$ cat config.mk
export PLATFORM = sky130hd
export DESIGN_NAME = lpcs_lattice
export DESIGN_NICKNAME = d
export VERILOG_FILES = /design/src/design/lpcs_pkg.sv /design/src/design/lpcs_lattice.sv
export SDC_FILE = /design/constraint.sdc
export NUM_CORES = 2
export LEC_CHECK = 0
export BUFFER_PORTS_ARGS = -buffer_cell sky130_fd_sc_hd__clkbuf_2
export CAP_MARGIN = 40
export CORE_MARGIN = 2
export CORE_UTILIZATION = 55
export DETAILED_ROUTE_END_ITERATION = 10
export GPL_ROUTABILITY_DRIVEN = 0
export PLACE_DENSITY = 0.85
export SETUP_SLACK_MARGIN = 0.02
export SYNTH_ARGS = -nofsm -noshare
export SYNTH_HDL_FRONTEND = slang
export SYNTH_SLANG_ARGS = --single-unit
export TNS_END_PERCENT = 100
$ cat constraint.sdc
create_clock -name clk -period 11.2 [get_ports clk]
set_input_delay 1.12 -clock clk [delete_from_list [all_inputs] [get_ports clk]]
set_output_delay 1.12 -clock clk [all_outputs]
set_load 0.02 [all_outputs]
$ cat src/design/lpcs_pkg.sv
`timescale 1ns / 1ps
package lpcs_pkg;

  typedef logic signed [15:0] coef_t;

  typedef enum logic [1:0] {
    FUNC_WRITE   = 2'd0,
    FUNC_TICK    = 2'd1,
    FUNC_RESTART = 2'd2,
    FUNC_NONE    = 2'd3
  } func_t;

  typedef enum logic {
    CFG_DATA_LENGTH   = 1'b0,
    CFG_FRAME_SAMPLES = 1'b1
  } cfg_idx_t;

  typedef enum logic [2:0] {
    ST_IDLE,
    ST_FETCH0,
    ST_FETCH1,
    ST_FETCH2,
    ST_EMIT,
    ST_SYNTH
  } ctl_state_t;

  typedef enum logic [2:0] {
    L_IDLE,
    L_EXC,
    L_FMUL,
    L_FACC,
    L_BMUL,
    L_BACC
  } lat_state_t;

  typedef struct packed {
    logic start;
    logic clear;
  } lat_ctl_t;

  // field order within a frame
  localparam logic [3:0] F_ENERGY = 4'd0;
  localparam logic [3:0] F_REPEAT = 4'd1;
  localparam logic [3:0] F_PITCH  = 4'd2;
  localparam logic [3:0] F_K1     = 4'd3;
  localparam logic [3:0] F_K2     = 4'd4;
  localparam logic [3:0] F_K3     = 4'd5;
  localparam logic [3:0] F_K4     = 4'd6;
  localparam logic [3:0] F_K10    = 4'd12;

  localparam logic [3:0] E_SILENCE = 4'd0;
  localparam logic [3:0] E_STOP    = 4'd15;

  localparam logic [15:0] LFSR_TAPS    = 16'hB800;
  localparam logic [15:0] LFSR_SEED    = 16'h0001;
  localparam int          CHIRP_LENGTH = 41;
  localparam logic signed [15:0] CLAMP_HI = 16'sd511;
  localparam logic signed [15:0] CLAMP_LO = -16'sd512;
  localparam logic [9:0]  FRAME_SAMPLES_RST = 10'd200;

  localparam logic [2:0] FIELD_W [13] = '{
    3'd4, 3'd1, 3'd6, 3'd5, 3'd5, 3'd4, 3'd4, 3'd4, 3'd4, 3'd4, 3'd3, 3'd3, 3'd3};

  localparam logic [7:0] ENERGY_ROM [16] = '{
    8'h00, 8'h02, 8'h03, 8'h04, 8'h05, 8'h07, 8'h0a, 8'h0f,
    8'h14, 8'h20, 8'h29, 8'h39, 8'h51, 8'h72, 8'ha1, 8'hff};

  localparam logic [7:0] PITCH_ROM [64] = '{
    8'h00, 8'h10, 8'h11, 8'h12, 8'h13, 8'h14, 8'h15, 8'h16,
    8'h17, 8'h18, 8'h19, 8'h1a, 8'h1b, 8'h1c, 8'h1d, 8'h1e,
    8'h1f, 8'h20, 8'h21, 8'h22, 8'h23, 8'h24, 8'h25, 8'h26,
    8'h27, 8'h28, 8'h29, 8'h2a, 8'h2b, 8'h2d, 8'h2f, 8'h31,
    8'h33, 8'h35, 8'h36, 8'h39, 8'h3b, 8'h3d, 8'h3f, 8'h42,
    8'h45, 8'h47, 8'h49, 8'h4d, 8'h4f, 8'h51, 8'h55, 8'h57,
    8'h5c, 8'h5f, 8'h63, 8'h66, 8'h6a, 8'h6e, 8'h73, 8'h77,
    8'h7b, 8'h80, 8'h85, 8'h8a, 8'h8f, 8'h95, 8'h9a, 8'ha0};

  localparam logic [15:0] K1_ROM [32] = '{
    16'h82c0, 16'h8380, 16'h83c0, 16'h8440, 16'h84c0, 16'h8540, 16'h8600, 16'h8780,
    16'h8880, 16'h8980, 16'h8ac0, 16'h8c00, 16'h8d40, 16'h8f00, 16'h90c0, 16'h92c0,
    16'h9900, 16'ha140, 16'hab80, 16'hb840, 16'hc740, 16'hd8c0, 16'hebc0, 16'h0000,
    16'h1440, 16'h2740, 16'h38c0, 16'h47c0, 16'h5480, 16'h5ec0, 16'h6700, 16'h6d40};

  localparam logic [15:0] K2_ROM [32] = '{
    16'hae00, 16'hb480, 16'hbb80, 16'hc340, 16'hcb80, 16'hd440, 16'hddc0, 16'he780,
    16'hf180, 16'hfbc0, 16'h0600, 16'h1040, 16'h1a40, 16'h2400, 16'h2d40, 16'h3600,
    16'h3e40, 16'h45c0, 16'h4cc0, 16'h5300, 16'h5880, 16'h5dc0, 16'h6240, 16'h6640,
    16'h69c0, 16'h6cc0, 16'h6f80, 16'h71c0, 16'h73c0, 16'h7580, 16'h7700, 16'h7e80};

  localparam logic [7:0] NARROW_ROM [8][16] = '{
    '{8'h92, 8'h9f, 8'had, 8'hba, 8'hc8, 8'hd5, 8'he3, 8'hf0,
      8'hfe, 8'h0b, 8'h19, 8'h26, 8'h34, 8'h41, 8'h4f, 8'h5c},
    '{8'hae, 8'hbc, 8'hca, 8'hd8, 8'he6, 8'hf4, 8'h01, 8'h0f,
      8'h1d, 8'h2b, 8'h39, 8'h47, 8'h55, 8'h63, 8'h71, 8'h7e},
    '{8'hae, 8'hba, 8'hc5, 8'hd1, 8'hdd, 8'he8, 8'hf4, 8'hff,
      8'h0b, 8'h17, 8'h22, 8'h2e, 8'h39, 8'h45, 8'h51, 8'h5c},
    '{8'hc0, 8'hcb, 8'hd6, 8'he1, 8'hec, 8'hf7, 8'h03, 8'h0e,
      8'h19, 8'h24, 8'h2f, 8'h3a, 8'h45, 8'h50, 8'h5b, 8'h66},
    '{8'hb3, 8'hbf, 8'hcb, 8'hd7, 8'he3, 8'hef, 8'hfb, 8'h07,
      8'h13, 8'h1f, 8'h2b, 8'h37, 8'h43, 8'h4f, 8'h5a, 8'h66},
    '{8'hc0, 8'hd8, 8'hf0, 8'h07, 8'h1f, 8'h37, 8'h4f, 8'h66,
      8'h00, 8'h00, 8'h00, 8'h00, 8'h00, 8'h00, 8'h00, 8'h00},
    '{8'hc0, 8'hd4, 8'he8, 8'hfc, 8'h10, 8'h25, 8'h39, 8'h4d,
      8'h00, 8'h00, 8'h00, 8'h00, 8'h00, 8'h00, 8'h00, 8'h00},
    '{8'hcd, 8'hdf, 8'hf1, 8'h04, 8'h16, 8'h28, 8'h3b, 8'h4d,
      8'h00, 8'h00, 8'h00, 8'h00, 8'h00, 8'h00, 8'h00, 8'h00}};

  localparam logic [7:0] CHIRP_ROM [CHIRP_LENGTH] = '{
    8'h00, 8'h2a, 8'hd4, 8'h32, 8'hb2, 8'h12, 8'h25, 8'h14, 8'h02, 8'he1, 8'hc5,
    8'h02, 8'h5f, 8'h5a, 8'h05, 8'h0f, 8'h26, 8'hfc, 8'ha5, 8'ha5, 8'hd6, 8'hdd,
    8'hdc, 8'hfc, 8'h25, 8'h2b, 8'h22, 8'h21, 8'h0f, 8'hff, 8'hf8, 8'hee, 8'hed,
    8'hef, 8'hf7, 8'hf6, 8'hfa, 8'h00, 8'h03, 8'h02, 8'h01};

endpackage

$ cat src/design/lpcs_lattice.sv
`timescale 1ns / 1ps
module lpcs_lattice (
  input  logic                 clk,
  input  logic                 rst,
  input  lpcs_pkg::lat_ctl_t   ctl,
  input  logic [7:0]           energy,
  input  logic [7:0]           pitch,
  input  lpcs_pkg::coef_t      k_coef [10],
  output logic                 done,
  output logic signed [9:0]    sample
);
  import lpcs_pkg::*;

  lat_state_t         lstate;
  logic [3:0]         stage;
  logic signed [15:0] acc;
  logic signed [31:0] prod;
  logic               sh15;
  logic signed [15:0] dly [10];
  logic signed [15:0] u_r [9];
  logic [7:0]         pcnt;
  logic [15:0]        lfsr;

  logic [3:0]         stage_m1;
  logic signed [15:0] mul_k, mul_x;
  logic signed [15:0] prod_sh, diff, clamped;
  logic [7:0]         pcnt_next;
  logic [15:0]        chirp_prod;
  logic [15:0]        lfsr_next;
  logic signed [15:0] exc;

  always_comb begin
    stage_m1 = stage - 4'd1;
    if (lstate == L_FMUL) begin
      mul_k = k_coef[stage];
      mul_x = dly[stage];
    end else begin
      mul_k = k_coef[stage_m1];
      mul_x = u_r[stage_m1];
    end
    prod_sh = sh15 ? 16'(prod >>> 15) : 16'(prod >>> 7);
    diff = acc - prod_sh;
    if (diff > CLAMP_HI) clamped = CLAMP_HI;
    else if (diff < CLAMP_LO) clamped = CLAMP_LO;
    else clamped = diff;

    pcnt_next = (pcnt < pitch) ? pcnt + 8'd1 : 8'd0;
    chirp_prod = (pcnt_next < 8'(CHIRP_LENGTH))
               ? CHIRP_ROM[pcnt_next[5:0]] * energy : 16'd0;
    lfsr_next = (lfsr >> 1) ^ (lfsr[0] ? LFSR_TAPS : 16'h0000);
    if (pitch != 8'd0) exc = {8'h00, chirp_prod[15:8]};
    else if (lfsr_next[0]) exc = {8'h00, energy};
    else exc = -$signed({8'h00, energy});
  end

  assign done = (lstate == L_IDLE);

  always_ff @(posedge clk) begin
    if (rst || ctl.clear) begin
      lstate <= L_IDLE;
      pcnt   <= 8'd0;
      lfsr   <= LFSR_SEED;
      sample <= '0;
      for (int i = 0; i < 10; i++) dly[i] <= '0;
    end else begin
      case (lstate)
        L_IDLE: begin
          if (ctl.start) lstate <= L_EXC;
        end
        L_EXC: begin
          if (pitch != 8'd0) pcnt <= pcnt_next;
          else lfsr <= lfsr_next;
          acc    <= exc;
          stage  <= 4'd9;
          lstate <= L_FMUL;
        end
        L_FMUL: begin
          prod   <= mul_k * mul_x;
          sh15   <= (stage < 4'd2);
          lstate <= L_FACC;
        end
        L_FACC: begin
          if (stage == 4'd0) begin
            u_r[0] <= clamped;
            stage  <= 4'd9;
            lstate <= L_BMUL;
          end else begin
            if (stage <= 4'd8) u_r[stage] <= diff;
            acc    <= diff;
            stage  <= stage_m1;
            lstate <= L_FMUL;
          end
        end
        L_BMUL: begin
          prod   <= mul_k * mul_x;
          sh15   <= (stage <= 4'd2);
          lstate <= L_BACC;
        end
        L_BACC: begin
          // delay[i] takes the old delay[i-1], which is updated later
          dly[stage] <= dly[stage_m1] + prod_sh;
          if (stage == 4'd1) begin
            dly[0] <= u_r[0];
            sample <= u_r[0][9:0];
            lstate <= L_IDLE;
          end else begin
            stage  <= stage_m1;
            lstate <= L_BMUL;
          end
        end
        default: lstate <= L_IDLE;
      endcase
    end
  end

endmodule

-- Word-level counts from Yosys, hierarchy flattened
Memories as Yosys holds them, arrays and structs flattened. A register that Yosys moved wholly into a read port is not among the register bits.
Index checks and enable logic that the tools add are counted.
- output and inout port bits: 11
- bits of input ports: 180
- flip-flop bits (word level): 89
- latch bits: 0
- bits in read-only memories: 512
- memories kept: 3
- logic and storage cells: 115
- RAM bits: 304
- memories (memory ; words ; bits a word ; rd ports ; clocked after memory_dff ; wr ports ; RTL line ; source):
    (no name shown) ; 64 ; 8 ; 1 ; 0 ; 0 ; lpcs_lattice.sv:49 ; ? CHIRP_ROM[pcnt_next[5:0]] * energy : 16'd0;
    dly ; 10 ; 16 ; 2 ; 1 ; 10 ; lpcs_lattice.sv:19 ; logic signed [15:0] dly [10];
    u_r ; 9 ; 16 ; 2 ; 0 ; 1 ; lpcs_lattice.sv:20 ; logic signed [15:0] u_r [9];
- multipliers: 2
- $add $sub $neg: 5
- reduce and logical (&&, ||, !) cells: 17
- magnitude comparators: 10
- divide/modulo/power cells: 0
- multiplexer cells: 54
- equal/unequal tests: 9
- bitwise gates (word level): 7
- shift operators: 0
- operator list (kind ; number):
    2-to-1 mux 16 bit ; 17
    binary-select mux 16 bit (select 4 bit) ; 2
    one-hot mux 16 bit (2 select lines) ; 1
    OR reduction 16 bit ; 2
    multiplier 16 x 16 -> 31 bit ; 1
    2-to-1 mux 8 bit ; 3
    2-to-1 mux 1 bit ; 20
    2-to-1 mux 4 bit ; 5
    one-hot mux 3 bit (6 select lines) ; 1
    adder 16 bit ; 1
    > comparator 16 x 10 -> 1 bit (second input constant) ; 1
    less-than comparator 16 x 10 -> 1 bit (second input constant) ; 1
    multiplier 8 x 8 -> 16 bit ; 1
    negation 8 -> 16 bit ; 1
    subtractor 16 bit ; 1
    bitwise XOR 15 x 16 -> 16 bit ; 1
    one-hot mux 4 bit (3 select lines) ; 1
    >= comparator 5 bit (second input constant) ; 2
    inverter 4 -> 5 bit ; 2
    AND reduction 2 bit ; 5
    2-to-1 mux 3 bit ; 3
    adder 8 x 1 -> 8 bit (second input constant) ; 1
    less-than comparator 8 x 6 -> 1 bit (second input constant) ; 1
    less-than comparator 8 bit ; 1
    22 further kinds ; 29

-- Depth between registers and ports, before layout
- depth after elaboration: 10
- gate-level depth with buffers: 39
- depth with buffers taken out: 35

-- Worst setup path after synthesis
OpenSTA, ideal clock, no wires.
- kind: reg2reg
- from: reg stage[1]
- to: reg prod[25], data pin
- library setup time: 0.258 ns
- buffers on the path: 10
- data required time: 10.942 ns
- arrival time: 8.917 ns
- stages on the path, launching flop included: 35
- period minus slack after synthesis: 9.174 ns
- path slack: 2.026 ns
- cell sequence: edfxtp_1 buf_4 buf_2 clkbuf_1 clkbuf_1 inv_1 ha_1 buf_2 buf_2 buf_2 buf_2 buf_1 nand2_1 a21oi_1 a21oi_1 o21ai_0 clkbuf_1 nand2_1 fa_1 fa_1 inv_1 fa_1 fa_1 fa_1 inv_1 fa_1 inv_1 ha_1 a21o_1 a21o_1 a211oi_1 o21ai_2 a31o_2 a21oi_1 xnor2_1
- cells in the longest elaborated chain, start to end: 7
- elaborated cells between the ends (all ways): 13
- those cells by class: add/sub (1); mul (1); mux (8); bitwise (2); memory (1)
- RTL lines (item ; RTL line ; source):
    from (decl) ; lpcs_lattice.sv:15 ; logic [3:0] stage;
    from (signal assigned) ; lpcs_lattice.sv:90 ; stage <= stage_m1;
    from (signal assigned) ; lpcs_lattice.sv:107 ; stage <= stage_m1;
    subtractor 4 x 1 -> 4 bit ; lpcs_lattice.sv:33 ; stage_m1 = stage - 4'd1;
    inverter 4 -> 5 bit (not written as such) ; lpcs_lattice.sv:38 ; mul_k = k_coef[stage_m1];
    binary-select mux 16 bit (select 4 bit) ; lpcs_lattice.sv:38 ;
    2-to-1 mux 16 bit (not written as such) (2 in a row) ; lpcs_lattice.sv:38 ;
    2-to-1 mux 16 bit ; lpcs_lattice.sv:34 ; if (lstate == L_FMUL) begin
    multiplier 16 x 16 -> 31 bit * ; lpcs_lattice.sv:78, lpcs_lattice.sv:95 ;
    to (signal assigned) ; lpcs_lattice.sv:78 ; prod <= mul_k * mul_x;
    to (signal assigned) ; lpcs_lattice.sv:95 ; prod <= mul_k * mul_x;
    to (decl) ; lpcs_lattice.sv:17 ; logic signed [31:0] prod;
Mark *: on every way between the ends. The rest lies on a longest branch, timed or not. The select of a mux whose other input is x is not followed.
A chain may end at the register's enable or synchronous reset.

-- Worst setup path in the final report
- from: reg stage[0]
- to: reg prod[30], data pin
The elaborated chain is that of the path after synthesis.

==> results.md <==
* Reg2reg end: prod[30]
* Slowest CP cell: o31a_1
* Synthesis-to-layout area growth at 10.61%
* CP Class: reg -> reg
* Max Clock Skew at 0.05261 ns
* Yosys top cell by area: edfxtp_1
* Die Y at 267.2 um
* Slew HR at 33.94%
* Clock H-tree levels at 2
* Post-synth ARST share at 0%
* Routed WL per cell at about 27 um
* CP Data Required Time at 11.55 ns
* Crit. End Element: flip-flop
* Max-cap violation count at 0
* Worst hold path cell count at 2
* Post-CTS Resized at 0
* Share of Yosys cell area claimed by the top area cell type at around a third
* Yosys warns at 0
* Grt total ovfl at 0
* Fmax at 107.9 MHz
* Global-route usage over all layers at 33.18%
* Pwr dens at 126.1 nW/um^2
* Status: completed
* Share of cells above drive strength 1 at 20.58%
* CP most frequent cell: fa_1
* Min-Delay Endpoint: sample[3]
* Iteration-0 DRC Markers at ~4700
* Mapped Area at approximately 38000 sq um
* Maximum vdd drop at roughly 0.11 mV
* CTS sink count at 486
* Final core utilization at between 60 and 70%
* Hold buffer count at cts at 0
* 1st-pass router iterations at 8
* P_leak at 17.55 nW
* Final setup viols at 0
* Reg2Reg Setup Slack at 1.93 ns
* Number of global-route vias before repair at between 20000 and 30000
* Worst min path class: reg -> reg
* Post-DP HPWL at 80060 um
* Worst Max-Slew Pin Slew at 0.9850 ns
* Critical Path AT at 9.62 ns
* Clock Path Buffers at 3
* Synth unique cells at 79
* Synthesized net count at 3801
* Final Hold Viols at 0
* Unrepaired setup endpoints after global routing: no
* Dominant synthesized flop cell: edfxtp_1
* Yosys reg bits at 486
* DRC viols at 0
* Synth Instances at approximately 3200
* PortBufs at 190
* R2R depth at 28
* Initial core utilization at 55.53%
* Number of buffers created by CTS at 49
* Worst skew pair latency at ~0.63 ns
* Slowest stage delay, CP at about 0.73 ns
* Drt via density at 6.645
* Core area at 68590 sq um
* Final Cycle Share at 82.78%
* Die Wd at 267.2 um
* FP Rows at 96
* Clock edge transition at the registers on the reported setup and hold paths at 0.07 ns
* Reg2Reg Launch Point: stage[0]
* Routed via count at 28590
* Startpoint types: flip-flop
* Antenna Nets Post-Route at 0
* Post-Place Cells at 4201
* Post-synth EDFFs at 445
* Most area-consuming cells after synthesis: edfxtp_1 35%, fa_1 15%, mux4_2 15%, ha_1 5.3%, inv_1 3.7%
* Crit-path max FO at 38
* Seq/Total Area, Yosys at 37.24%
* # nets final at 3958
* Antenna violations before repair at 3
* Fin Setup TNS at 0 ns
* Non-filler cells in the finished layout at between 4000 and 5000
* Slew Viols, Final at 0
* CTS tree: yes
* Setup bufs post-CTS at 0
* Syn avg cell area at around 12 sq um
* First-pass GRT wire length at 177200 um
* Root buffer cell: clkbuf_16
* IO Count at 191
* Final WL at 116600 um
* Worst Hold Launch: sample[3]
* Tmin final at 9.272 ns
* Die area at 71370 sq um
* Maximum number of pins on one net before global-route repair at 138
-- state kept, by name (all words and copies together) (netlist names), 3 cells and up, named ones only --
name,count
stage,4
lstate,3
sample,10
prod,24
pcnt,8
lfsr,16
u_r,144
acc,16
dly,256
-- power breakdown --
part	total [mW]	internal (mW)	switching, mW
clock network	1.76	1.02	0.741
registers	2.09	2.07	0.0243
logic	1.46	0.631	0.833
-- through the flow --
stage	total power [mW]	hold WS, ns	instance area, sq um	worst slack (ns)
after floorplan	3.137	0.4321	38090	2.026
after global placement	3.469	0.4312	40050	2.224
after detailed placement	3.516	0.4343	40380	2.205
after CTS	5.278	0.4466	42080	2.032
after global routing	5.511	0.4611	42120	1.563
final	5.311	0.4447	42130	1.929
-- synthesized netlist by cell type, types with 6 or more instances --
library cell    n
xnor2_1        48
nor4_1          6
a22oi_1        15
inv_1         374
o31ai_1        11
clkbuf_1      101
o22ai_1        16
mux2_2         16
buf_1          18
or3_1          10
or2_2          15
a21o_1         20
fa_1          292
nand2b_1       60
nand4_1         9
nand3_1        27
buf_4          15
nor2_1        271
and2_1         53
o221ai_1        6
and3_1         15
mux2i_1        67
o211ai_1        9
a211oi_1       18
xor2_1         31
a211o_1         6
nor3_1         69
nand2_1       268
o21a_1         10
nor2b_1        74
dfxtp_1        41
o21ai_0        67
edfxtp_1      445
ha_1          160
a31oi_1        18
mux4_2        254
a21oi_1        99
buf_2          45
-- how the worst max path moves through the flow --
| stage | from | end |
|---|---|---|
| 2_1_floorplan | stage[1] | prod[25] |
| 3_3_place_gp | stage[0] | prod[30] |
| 3_5_place_dp | stage[0] | prod[30] |
| 4_1_cts | stage[0] | prod[30] |
| 5_1_grt | stage[0] | prod[30] |
| 6_report | stage[0] | prod[30] |
-- worst max-delay path: cells and delay by family (launching register included) --
kind	cells	cell delay [ns]
compound gates	8	2.11
xor+xnor	2	0.22
fa+ha+maj	8	3.74
buf+inv	7	1.52
flops	1	0.44
mux	1	0.40
simple gates	2	0.51
-- routing by layer --
layer  share of wire (%)  GRT usage (%)  vias to the layer above
li1                    -              -                    11550
met4                 7.9          20.12                        0
met1                  32          39.62                    13670
met3                  16          12.78                      692
met5                   0              0                        -
met2                  45          51.01                     2671
-- cell type report --
| class | count | area (sq um) |
|---|---|---|
| clock inverter | 19 | 297.8 |
| timing repair buffer | 288 | 1819 |
| tap | 931 | 1165 |
| sequential | 486 | 14190 |
| inverter | 376 | 1411 |
| fill | 4804 | 26460 |
| antenna | 4 | 10.01 |
| multi-input combinational | 2125 | 21830 |
| clock buffer | 73 | 1406 |
-- cells by family (layout without fill, tap and decap cells) --
group,after synthesis,in the layout,share of synthesized area (%)
compound gates,361,361,6.245
xor+xnor,80,80,1.879
fa+ha+maj,452,452,20.60
buf+inv,558,756,5.838
flops,486,486,37.24
mux,337,337,17.25
other cells,0,4,0
simple gates,895,895,10.94
-- cells in the final DEF (no fill, tap or decap), types with 17 or more instances in the layout --
cell type | Yosys | routed
nand3_1 | 27 | 27
xor2_1 | 31 | 31
dfxtp_1 | 41 | 39
clkbuf_16 | 0 | 49
a21o_1 | 20 | 20
inv_1 | 374 | 374
nor2b_1 | 74 | 74
and2_1 | 53 | 53
fa_1 | 292 | 292
edfxtp_1 | 445 | 445
xnor2_1 | 48 | 47
nor2_1 | 271 | 266
nand2_1 | 268 | 268
buf_4 | 15 | 73
mux2i_1 | 67 | 67
mux4_2 | 254 | 254
o21ai_0 | 67 | 60
ha_1 | 160 | 159
a211oi_1 | 18 | 18
nand2b_1 | 60 | 60
a31oi_1 | 18 | 17
nor3_1 | 69 | 60
a21oi_1 | 99 | 99
clkbuf_2 | 1 | 190
Note: power is estimated with default switching activity, not from simulation.
